$ cat src/hw/rtl/sbc_pkg.sv
package sbc_pkg;

    localparam int POS_W     = 32;
    localparam int EXT_W     = 31;
    localparam int SUM_W     = 35;
    localparam int TOL_W     = 10;
    localparam int MASK_W    = 6;
    localparam int CFG_IDX_W = 2;

    localparam logic [TOL_W-1:0] Y_TOL    = TOL_W'(655);
    localparam logic [TOL_W-1:0] NO_TOL   = '0;
    localparam logic [EXT_W-1:0] EXT_INIT = EXT_W'(65536);

    localparam logic [CFG_IDX_W-1:0] CFG_BODY_WIDTH  = 2'd0;
    localparam logic [CFG_IDX_W-1:0] CFG_BODY_HEIGHT = 2'd1;
    localparam logic [CFG_IDX_W-1:0] CFG_BODY_DEPTH  = 2'd2;

    localparam int MB_Z_BACK  = 0;
    localparam int MB_Z_FRONT = 1;
    localparam int MB_Y_ABOVE = 2;
    localparam int MB_Y_BELOW = 3;
    localparam int MB_X_RIGHT = 4;
    localparam int MB_X_LEFT  = 5;

    typedef struct packed {
        logic s1;
        logic s2;
        logic s3;
    } t_stage_en;

    typedef struct packed {
        logic signed [SUM_W-1:0] hi;
        logic signed [POS_W-1:0] obs;
        logic                    lo_lt;
        logic                    at_end;
        logic                    near;
        logic signed [POS_W-1:0] snap_up;
        logic signed [POS_W-1:0] snap_dn;
        logic signed [POS_W-1:0] pos;
        logic signed [POS_W-1:0] vel;
    } t_axis_res;

    function automatic logic signed [POS_W-1:0] sat_pos(input logic signed [SUM_W-1:0] v);
        logic same;
        same = (&v[SUM_W-1:POS_W-1]) | ~(|v[SUM_W-1:POS_W-1]);
        if (same) begin
            return v[POS_W-1:0];
        end else if (v[SUM_W-1]) begin
            return {1'b1, {(POS_W-1){1'b0}}};
        end else begin
            return {1'b0, {(POS_W-1){1'b1}}};
        end
    endfunction

endpackage

$ cat src/hw/rtl/sbc_ctrl.sv
module sbc_ctrl (
    input  logic                  i_clk,
    input  logic                  i_rst_n,
    input  logic                  i_valid,
    input  logic                  i_ready,
    output logic                  o_ready,
    output logic                  o_valid,
    output sbc_pkg::t_stage_en    o_en
);

    logic r_v1, r_v2, r_v3;
    sbc_pkg::t_stage_en en;

    always_comb begin
        en.s3 = !r_v3 || i_ready;
        en.s2 = !r_v2 || en.s3;
        en.s1 = !r_v1 || en.s2;
    end

    always_ff @(posedge i_clk) begin
        if (!i_rst_n) begin
            r_v1 <= 1'b0;
            r_v2 <= 1'b0;
            r_v3 <= 1'b0;
        end else begin
            if (en.s1) begin
                r_v1 <= i_valid;
            end
            if (en.s2) begin
                r_v2 <= r_v1;
            end
            if (en.s3) begin
                r_v3 <= r_v2;
            end
        end
    end

    assign o_en    = en;
    assign o_ready = en.s1;
    assign o_valid = r_v3;

endmodule

$ cat src/hw/rtl/sbc_axis.sv
module sbc_axis (
    input  logic                                 i_clk,
    input  sbc_pkg::t_stage_en                   i_en,
    input  logic                                 i_neg,
    input  logic        [sbc_pkg::TOL_W-1:0]     i_tol,
    input  logic signed [sbc_pkg::POS_W-1:0]     i_pos,
    input  logic        [sbc_pkg::EXT_W-1:0]     i_ext,
    input  logic signed [sbc_pkg::POS_W-1:0]     i_vel,
    input  logic signed [sbc_pkg::POS_W-1:0]     i_obs,
    input  logic        [sbc_pkg::EXT_W-1:0]     i_obs_ext,
    output sbc_pkg::t_axis_res                   o_res
);

    localparam int SW = sbc_pkg::SUM_W;
    localparam int PW = sbc_pkg::POS_W;

    logic signed [SW-1:0] pos_w, vel_w, obs_w, ext_w, oext_w, vaff;
    logic signed [SW-1:0] r_ae, r_lo, r_oend, r_oneg, r_vaff;
    logic signed [PW-1:0] r_pos, r_vel, r_obs;
    logic signed [SW-1:0] hi, r_pos_w, r_obs_w, ae_tol;
    sbc_pkg::t_axis_res   n_res, r_res;

    // stage 1: edge sums
    always_comb begin
        pos_w  = SW'(i_pos);
        vel_w  = SW'(i_vel);
        obs_w  = SW'(i_obs);
        ext_w  = signed'(SW'(i_ext));
        oext_w = signed'(SW'(i_obs_ext));
        vaff   = i_neg ? -vel_w : vel_w;
    end

    always_ff @(posedge i_clk) begin
        if (i_en.s1) begin
            r_ae   <= pos_w + ext_w;
            r_lo   <= pos_w + vaff;
            r_oend <= obs_w + oext_w;
            r_oneg <= obs_w - ext_w;
            r_vaff <= vaff;
            r_pos  <= i_pos;
            r_vel  <= i_vel;
            r_obs  <= i_obs;
        end
    end

    // stage 2: far edge, face compares, snap targets
    always_comb begin
        r_pos_w = SW'(r_pos);
        r_obs_w = SW'(r_obs);
        hi      = r_ae + r_vaff;
        ae_tol  = r_ae - signed'(SW'(i_tol));

        n_res.hi      = hi;
        n_res.obs     = r_obs;
        n_res.lo_lt   = r_lo < r_oend;
        n_res.at_end  = r_pos_w >= r_oend;
        n_res.near    = ae_tol <= r_obs_w;
        n_res.snap_up = sbc_pkg::sat_pos(r_oend);
        n_res.snap_dn = sbc_pkg::sat_pos(r_oneg);
        n_res.pos     = r_pos;
        n_res.vel     = r_vel;
    end

    always_ff @(posedge i_clk) begin
        if (i_en.s2) begin
            r_res <= n_res;
        end
    end

    assign o_res = r_res;

endmodule

$ cat src/hw/rtl/sbc_resolve.sv
module sbc_resolve (
    input  logic                                 i_clk,
    input  sbc_pkg::t_stage_en                   i_en,
    input  sbc_pkg::t_axis_res                   i_ax,
    input  sbc_pkg::t_axis_res                   i_ay,
    input  sbc_pkg::t_axis_res                   i_az,
    output logic signed [sbc_pkg::POS_W-1:0]     o_pos_x,
    output logic signed [sbc_pkg::POS_W-1:0]     o_pos_y,
    output logic signed [sbc_pkg::POS_W-1:0]     o_pos_z,
    output logic signed [sbc_pkg::POS_W-1:0]     o_vel_x,
    output logic signed [sbc_pkg::POS_W-1:0]     o_vel_y,
    output logic signed [sbc_pkg::POS_W-1:0]     o_vel_z,
    output logic        [sbc_pkg::MASK_W-1:0]    o_mask
);

    localparam int SW = sbc_pkg::SUM_W;
    localparam int PW = sbc_pkg::POS_W;

    logic hgt_x, hgt_y, hgt_z;
    logic ovl_x, ovl_y, ovl_z;
    logic up_x, up_y, up_z, dn_x, dn_y, dn_z;
    logic hit_xy, hit_xz, hit_zy;

    logic signed [PW-1:0] n_pos_x, n_pos_y, n_pos_z, n_vel_x, n_vel_y, n_vel_z;
    logic signed [PW-1:0] r_pos_x, r_pos_y, r_pos_z, r_vel_x, r_vel_y, r_vel_z;
    logic [sbc_pkg::MASK_W-1:0] n_mask, r_mask;

    always_comb begin
        hgt_x = i_ax.hi > SW'(i_ax.obs);
        hgt_y = i_ay.hi > SW'(i_ay.obs);
        hgt_z = i_az.hi > SW'(i_az.obs);

        ovl_x = hgt_x && i_ax.lo_lt;
        ovl_y = hgt_y && i_ay.lo_lt;
        ovl_z = hgt_z && i_az.lo_lt;

        up_x = i_ax.at_end && i_ax.lo_lt;
        up_y = i_ay.at_end && i_ay.lo_lt;
        up_z = i_az.at_end && i_az.lo_lt;
        dn_x = i_ax.near && hgt_x;
        dn_y = i_ay.near && hgt_y;
        dn_z = i_az.near && hgt_z;

        hit_xy = ovl_x && ovl_y;
        hit_xz = ovl_x && ovl_z;
        hit_zy = ovl_z && ovl_y;

        n_mask  = '0;
        n_pos_x = i_ax.pos;
        n_pos_y = i_ay.pos;
        n_pos_z = i_az.pos;
        n_vel_x = i_ax.vel;
        n_vel_y = i_ay.vel;
        n_vel_z = i_az.vel;

        if (hit_xy && up_z) begin
            n_pos_z = i_az.snap_up;
            n_vel_z = '0;
            n_mask[sbc_pkg::MB_Z_BACK] = 1'b1;
        end else if (hit_xy && dn_z) begin
            n_pos_z = i_az.snap_dn;
            n_vel_z = '0;
            n_mask[sbc_pkg::MB_Z_FRONT] = 1'b1;
        end

        if (hit_xz && up_y) begin
            n_pos_y = i_ay.snap_up;
            n_vel_y = '0;
            n_mask[sbc_pkg::MB_Y_ABOVE] = 1'b1;
        end else if (hit_xz && dn_y) begin
            n_pos_y = i_ay.snap_dn;
            n_vel_y = '0;
            n_mask[sbc_pkg::MB_Y_BELOW] = 1'b1;
        end

        if (hit_zy && dn_x) begin
            n_pos_x = i_ax.snap_dn;
            n_vel_x = '0;
            n_mask[sbc_pkg::MB_X_RIGHT] = 1'b1;
        end else if (hit_zy && up_x) begin
            n_pos_x = i_ax.snap_up;
            n_vel_x = '0;
            n_mask[sbc_pkg::MB_X_LEFT] = 1'b1;
        end
    end

    always_ff @(posedge i_clk) begin
        if (i_en.s3) begin
            r_pos_x <= n_pos_x;
            r_pos_y <= n_pos_y;
            r_pos_z <= n_pos_z;
            r_vel_x <= n_vel_x;
            r_vel_y <= n_vel_y;
            r_vel_z <= n_vel_z;
            r_mask  <= n_mask;
        end
    end

    assign o_pos_x = r_pos_x;
    assign o_pos_y = r_pos_y;
    assign o_pos_z = r_pos_z;
    assign o_vel_x = r_vel_x;
    assign o_vel_y = r_vel_y;
    assign o_vel_z = r_vel_z;
    assign o_mask  = r_mask;

endmodule

$ cat src/hw/rtl/swept_box_collision_correct.sv
// Swept box contact correction, signed Q16.16. Each item pairs a moving box (min corner and
// per-step velocity, with the x velocity taken negated in every test) with a fixed obstacle
// box; the moving box extents come from three configuration registers (index 0 width,
// 1 height, 2 depth, reset 1.0), to be written only while the block is idle; the user is bound
// by this and the block itself does not enforce it. The block runs a swept overlap test in the
// xy, xz and zy planes and, where a plane overlaps and the box crosses an obstacle face on the
// remaining axis, snaps that coordinate to the face (saturated) and zeroes that velocity,
// flagging the face in the contact mask. The datapath is a three-stage pipeline (edge sums,
// face compares and snap targets, plane decisions into the output register): one item per clock
// while the output is not stalled; a stalled output holds each occupied stage without loss.
module swept_box_collision_correct (
    input  logic                                   i_clk,
    input  logic                                   i_rst_n,
    input  logic                                   i_cfg_we,
    input  logic        [sbc_pkg::CFG_IDX_W-1:0]   i_cfg_idx,
    input  logic        [sbc_pkg::EXT_W-1:0]       i_cfg_data,
    input  logic                                   i_valid,
    output logic                                   o_ready,
    input  logic signed [sbc_pkg::POS_W-1:0]       i_body_x,
    input  logic signed [sbc_pkg::POS_W-1:0]       i_body_y,
    input  logic signed [sbc_pkg::POS_W-1:0]       i_body_z,
    input  logic signed [sbc_pkg::POS_W-1:0]       i_vel_x,
    input  logic signed [sbc_pkg::POS_W-1:0]       i_vel_y,
    input  logic signed [sbc_pkg::POS_W-1:0]       i_vel_z,
    input  logic signed [sbc_pkg::POS_W-1:0]       i_obstacle_x,
    input  logic signed [sbc_pkg::POS_W-1:0]       i_obstacle_y,
    input  logic signed [sbc_pkg::POS_W-1:0]       i_obstacle_z,
    input  logic        [sbc_pkg::EXT_W-1:0]       i_obstacle_w,
    input  logic        [sbc_pkg::EXT_W-1:0]       i_obstacle_h,
    input  logic        [sbc_pkg::EXT_W-1:0]       i_obstacle_d,
    output logic                                   o_valid,
    input  logic                                   i_ready,
    output logic signed [sbc_pkg::POS_W-1:0]       o_out_x,
    output logic signed [sbc_pkg::POS_W-1:0]       o_out_y,
    output logic signed [sbc_pkg::POS_W-1:0]       o_out_z,
    output logic signed [sbc_pkg::POS_W-1:0]       o_out_vel_x,
    output logic signed [sbc_pkg::POS_W-1:0]       o_out_vel_y,
    output logic signed [sbc_pkg::POS_W-1:0]       o_out_vel_z,
    output logic        [sbc_pkg::MASK_W-1:0]      o_contact_mask
);

    logic [sbc_pkg::EXT_W-1:0] r_body_width, r_body_height, r_body_depth;
    sbc_pkg::t_stage_en        en;
    sbc_pkg::t_axis_res        res_x, res_y, res_z;

    always_ff @(posedge i_clk) begin
        if (!i_rst_n) begin
            r_body_width  <= sbc_pkg::EXT_INIT;
            r_body_height <= sbc_pkg::EXT_INIT;
            r_body_depth  <= sbc_pkg::EXT_INIT;
        end else if (i_cfg_we) begin
            unique case (i_cfg_idx)
                sbc_pkg::CFG_BODY_WIDTH:  r_body_width  <= i_cfg_data;
                sbc_pkg::CFG_BODY_HEIGHT: r_body_height <= i_cfg_data;
                sbc_pkg::CFG_BODY_DEPTH:  r_body_depth  <= i_cfg_data;
                default: ;
            endcase
        end
    end

    sbc_ctrl u_ctrl (
        .i_clk   (i_clk),
        .i_rst_n (i_rst_n),
        .i_valid (i_valid),
        .i_ready (i_ready),
        .o_ready (o_ready),
        .o_valid (o_valid),
        .o_en    (en)
    );

    sbc_axis u_axis_x (
        .i_clk     (i_clk),
        .i_en      (en),
        .i_neg     (1'b1),
        .i_tol     (sbc_pkg::NO_TOL),
        .i_pos     (i_body_x),
        .i_ext     (r_body_width),
        .i_vel     (i_vel_x),
        .i_obs     (i_obstacle_x),
        .i_obs_ext (i_obstacle_w),
        .o_res     (res_x)
    );

    sbc_axis u_axis_y (
        .i_clk     (i_clk),
        .i_en      (en),
        .i_neg     (1'b0),
        .i_tol     (sbc_pkg::Y_TOL),
        .i_pos     (i_body_y),
        .i_ext     (r_body_height),
        .i_vel     (i_vel_y),
        .i_obs     (i_obstacle_y),
        .i_obs_ext (i_obstacle_h),
        .o_res     (res_y)
    );

    sbc_axis u_axis_z (
        .i_clk     (i_clk),
        .i_en      (en),
        .i_neg     (1'b0),
        .i_tol     (sbc_pkg::NO_TOL),
        .i_pos     (i_body_z),
        .i_ext     (r_body_depth),
        .i_vel     (i_vel_z),
        .i_obs     (i_obstacle_z),
        .i_obs_ext (i_obstacle_d),
        .o_res     (res_z)
    );

    sbc_resolve u_resolve (
        .i_clk   (i_clk),
        .i_en    (en),
        .i_ax    (res_x),
        .i_ay    (res_y),
        .i_az    (res_z),
        .o_pos_x (o_out_x),
        .o_pos_y (o_out_y),
        .o_pos_z (o_out_z),
        .o_vel_x (o_out_vel_x),
        .o_vel_y (o_out_vel_y),
        .o_vel_z (o_out_vel_z),
        .o_mask  (o_contact_mask)
    );

endmodule

$ cat config.mk
export PLATFORM = sky130hd
export DESIGN_NAME = swept_box_collision_correct
export DESIGN_NICKNAME = d
export VERILOG_FILES = /design/src/hw/rtl/sbc_pkg.sv /design/src/hw/rtl/sbc_ctrl.sv /design/src/hw/rtl/sbc_axis.sv /design/src/hw/rtl/sbc_resolve.sv /design/src/hw/rtl/swept_box_collision_correct.sv
export SDC_FILE = /design/constraint.sdc
export NUM_CORES = 2
export LEC_CHECK = 0
export BUFFER_PORTS_ARGS = -buffer_cell sky130_fd_sc_hd__buf_2
export CAP_MARGIN = 10
export CORE_MARGIN = 2
export CORE_UTILIZATION = 25
export DETAILED_ROUTE_END_ITERATION = 7
export GPL_TIMING_DRIVEN = 1
export HOLD_SLACK_MARGIN = 0.15
export RECOVER_POWER = 25
export SYNTH_ARGS = -nofsm -noshare
export SYNTH_HDL_FRONTEND = slang
export SYNTH_SLANG_ARGS = --single-unit
$ cat constraint.sdc
create_clock -name i_clk -period 46.8 [get_ports i_clk]
set_input_delay 7.02 -clock i_clk [delete_from_list [all_inputs] [get_ports i_clk]]
set_output_delay 7.02 -clock i_clk [all_outputs]
set_load 0.01 [all_outputs]
==> impl_metrics.py <==
metrics = {
    "global_routing": {
        "grt_max_degree": 175,
        "grt_pass1_wl_um": 393000,
        "met1_usage_pct": 20.9,
        "grt_pass1_vias": 57021,
        "grtUsageMet3_pct": 2.62,
        "antenna_found_initial": 69,
        "grt.busiest_layer": "met2",
        "gr-total-overflow": 0,
        "grt_usage_pct": 15.5,
        "use_met2_pct": 24.4,
    },
    "setup_path": {
        "reg2reg_depth": 14,
        "cp_cell_sequence": "buf_2 > nor2b_1 > nand3_4 > buf_2",
        "critPathSlowestCell": "nor2b_1",
        "crit_path_end_kind": "primary output",
        "worst_ep_required_time_ns": 39.78,
        "r2r_start": "u_axis_x.o_res[162]",
        "max_stage_delay_ns": 0.67,
        "crit_fanout": 5,
        "cp.arrival_ns": 8.56,
        "crit_path_frequent_cell": "buf_2",
        "path_class": "in2out",
        "startpoint_type": "input pin",
        "reg2reg_to": "u_resolve.o_vel_z[31]",
        "reg2reg_slack_ns": 38.01,
    },
    "logic_synthesis": {
        "ys.flop_type": "edfxtp_1",
        "synth_cell_types": 93,
        "synth_top_cell_by_area": "edfxtp_1",
        "synth_top_area_share_pct": 52.6,
        "synth_edf_count": 1512,
        "postSynthAreaPerCell_um2": 12.1,
        "ys_async_sr_fraction_pct": 0,
        "synth_top_cells_by_area": "edfxtp_1, ha_1, a21o_1, xnor2_1, a21oi_1",
        "ys_seq_area_share_pct": 54.8,
        "syn_nets": 8450,
        "synth-seq-cells": 1608,
        "yosysWarningCount": 0,
        "synthCells": 7122,
        "syn_area_mm2": 0.0863,
    },
    "die": {
        "start_util_pct": 25.1,
        "rows": 215,
        "die_area_mm2": 0.350,
        "ios": 619,
        "core_area_mm2": 0.343,
        "die-height_um": 592,
        "dieWidth_um": 592,
    },
    "timing": {
        "max_slew_margin_pct": -151,
        "finClkSkew_ns": 0.102,
        "post-route-min-period_ns": 15.58,
        "fmax_mhz": 64.2,
        "fin_tns_setup_ns": 0,
        "tightest_slew_ns": 3.76,
        "final-max-slew-violation-count": 597,
        "post-route-period-util_pct": 33.3,
        "final-hold-violation-count": 0,
        "setup_violations": 0,
        "whs_ns": 0.414,
        "rsz0062_at_grt": "no",
    },
    "power": {
        "ir_worst_vdd_v": 0.0000295,
        "p_total_uw": 4190,
        "p_per_area_mw_per_mm2": 41.4,
        "p_leak_uw": 0.0428,
    },
    "finish": {
        "fill_cells": 35220,
        "final_common_cell": "edfxtp_1",
        "design_area_mm2": 0.101,
        "fin_nets": 9194,
        "area_growth_pct": 17.1,
        "multi_input_area_mm2": 0.0365,
        "drive_above_1_share_pct": 12.1,
        "ff_latch_area_mm2": 0.0473,
        "final_cell_mix": "edfxtp_1, ha_1, buf_2",
    },
    "run": {
        "drv_cap": 15,
    },
    "status": {
        "outcome": "complete, but fails checks",
        "violations": "max-capacitance violations, max-slew violations",
    },
    "clocking": {
        "clock-sinks": 1608,
        "clkTransAtPathRegs_ns": 0.06,
        "cts_root_buf": "clkbuf_16",
        "cts_hold_buffers": 0,
        "cts_tree": "done",
        "post_cts_buffers": 0,
        "cts_repair_resize_count": 0,
        "htreeDepth": 4,
        "cts_buffer_depth": 4,
        "numCtsBuffers": 186,
        "clk_latency_ns": 0.90,
    },
    "worst_hold_path": {
        "min_to": "u_axis_x.o_res[23]",
        "hold_start": "u_axis_x.r_vel[23]",
        "hold_depth": 0,
        "hp-class": "reg2reg",
    },
    "placed_design": {
        "gp_congestion": 0.947,
        "placed_cell_area_mm2": 0.0952,
        "dp.final_hpwl_um": 219000,
        "io_buffers": 618,
    },
    "drt": {
        "firstDrtPassIters": 6,
        "dr.first_iter.drc_count": 5230,
        "ant_nets": 0,
        "detail_route.wl_per_cell_um": 22.2,
        "avgViaCountPerCell": 4.72,
        "num_vias": 59437,
        "wirelength_um": 280000,
        "drcViolationCount": 0,
    },
}
area by class of cell:
class | count | area share [%]
flip-flops and latches | 1608 | 46.8
multi-input cells | 4851 | 36.1
well taps | 4557 | 5.64
clock buffers | 230 | 4.83
repair buffers | 672 | 3.40
inverters | 547 | 2.04
clock inverters | 110 | 1.07
diodes | 28 | 0.0693
per-stage QoR:
step | setup WS, ns | util, % | std cells
3_5_place_dp | 31.21 | 27.7 | 12234
3_3_place_gp | 31.22 | 27.7 | 12234
6_report | 31.22 | 29.4 | 12603
4_1_cts | 31.21 | 29.5 | 12574
2_1_floorplan | 16.62 | - | 7122
5_1_grt | 31.17 | 29.4 | 12593
synth_stat cells, drive strengths merged, types with 101 or more instances:
master and count:
edfxtp 1512, a221o 101, nand2 393, nor2 335, xnor2 331, and2 145
nand4 101, inv 547, o21ai 270, a21boi 113, ha 894, a21oi 499
xor2 128, a21o 479, and3 125
registers in the layout, summed over array words and instances, names as in the netlist, 33 cells and up:
signal,flops
u_axis_y.r_oneg,33
u_axis_x.r_lo,35
u_axis_z.r_lo,33
u_axis_x.r_oneg,33
u_axis_z.r_oend,33
u_axis_x.r_ae,33
u_axis_x.r_vaff,34
u_axis_z.r_ae,33
u_axis_y.o_res,198
u_axis_z.o_res,198
u_axis_y.r_ae,33
u_axis_z.r_oneg,33
u_axis_x.o_res,198
u_axis_y.r_lo,33
u_axis_y.r_oend,33
u_axis_x.r_oend,33
worst max-delay path: cells and delay by family:
kind | cells | cell delay [ns]
buffers and inverters | 2 | 0.40
and+or+nand+nor | 2 | 1.14
worst max path at each step:
| stage | startpoint | endpoint | slack (ns) | depth (start not counted) |
|---|---|---|---|---|
| floorplan | i_ready | o_ready | 16.62 | 2 |
| global placement | i_ready | o_ready | 31.22 | 4 |
| detailed placement | i_ready | o_ready | 31.21 | 4 |
| CTS | i_ready | o_ready | 31.21 | 4 |
| global route | i_ready | o_ready | 31.17 | 4 |
| finish | i_ready | o_ready | 31.22 | 4 |
layer usage:
layer / wire length, µm / up-vias / part of all wire, %
met2: 125000 / 1933 / 45
li1: - / 28259 / -
met5: 218 / - / 0.078
met3: 18700 / 422 / 6.7
met1: 124000 / 28789 / 44
met4: 11500 / 34 / 4.1
logic make-up (layout without fill, tap and decap cells):
logic type / Yosys count / in the layout / synth area share (%)
compound gates: 1901 / 1901 / 14.9
other cells: 0 / 28 / 0
fa+ha+maj: 909 / 909 / 13.3
xor+xnor: 459 / 459 / 4.66
flops: 1608 / 1608 / 54.8
mux: 4 / 4 / 0.0536
simple gates: 1578 / 1578 / 9.29
buf+inv: 663 / 1559 / 2.94
power by group:
part	total, µW	internal [µW]	switching (µW)
clock network	1460	837	620
logic	830	341	489
registers	1900	1810	88.4
total	4190	2990	1200
Note: power is estimated with default switching activity, not from simulation.
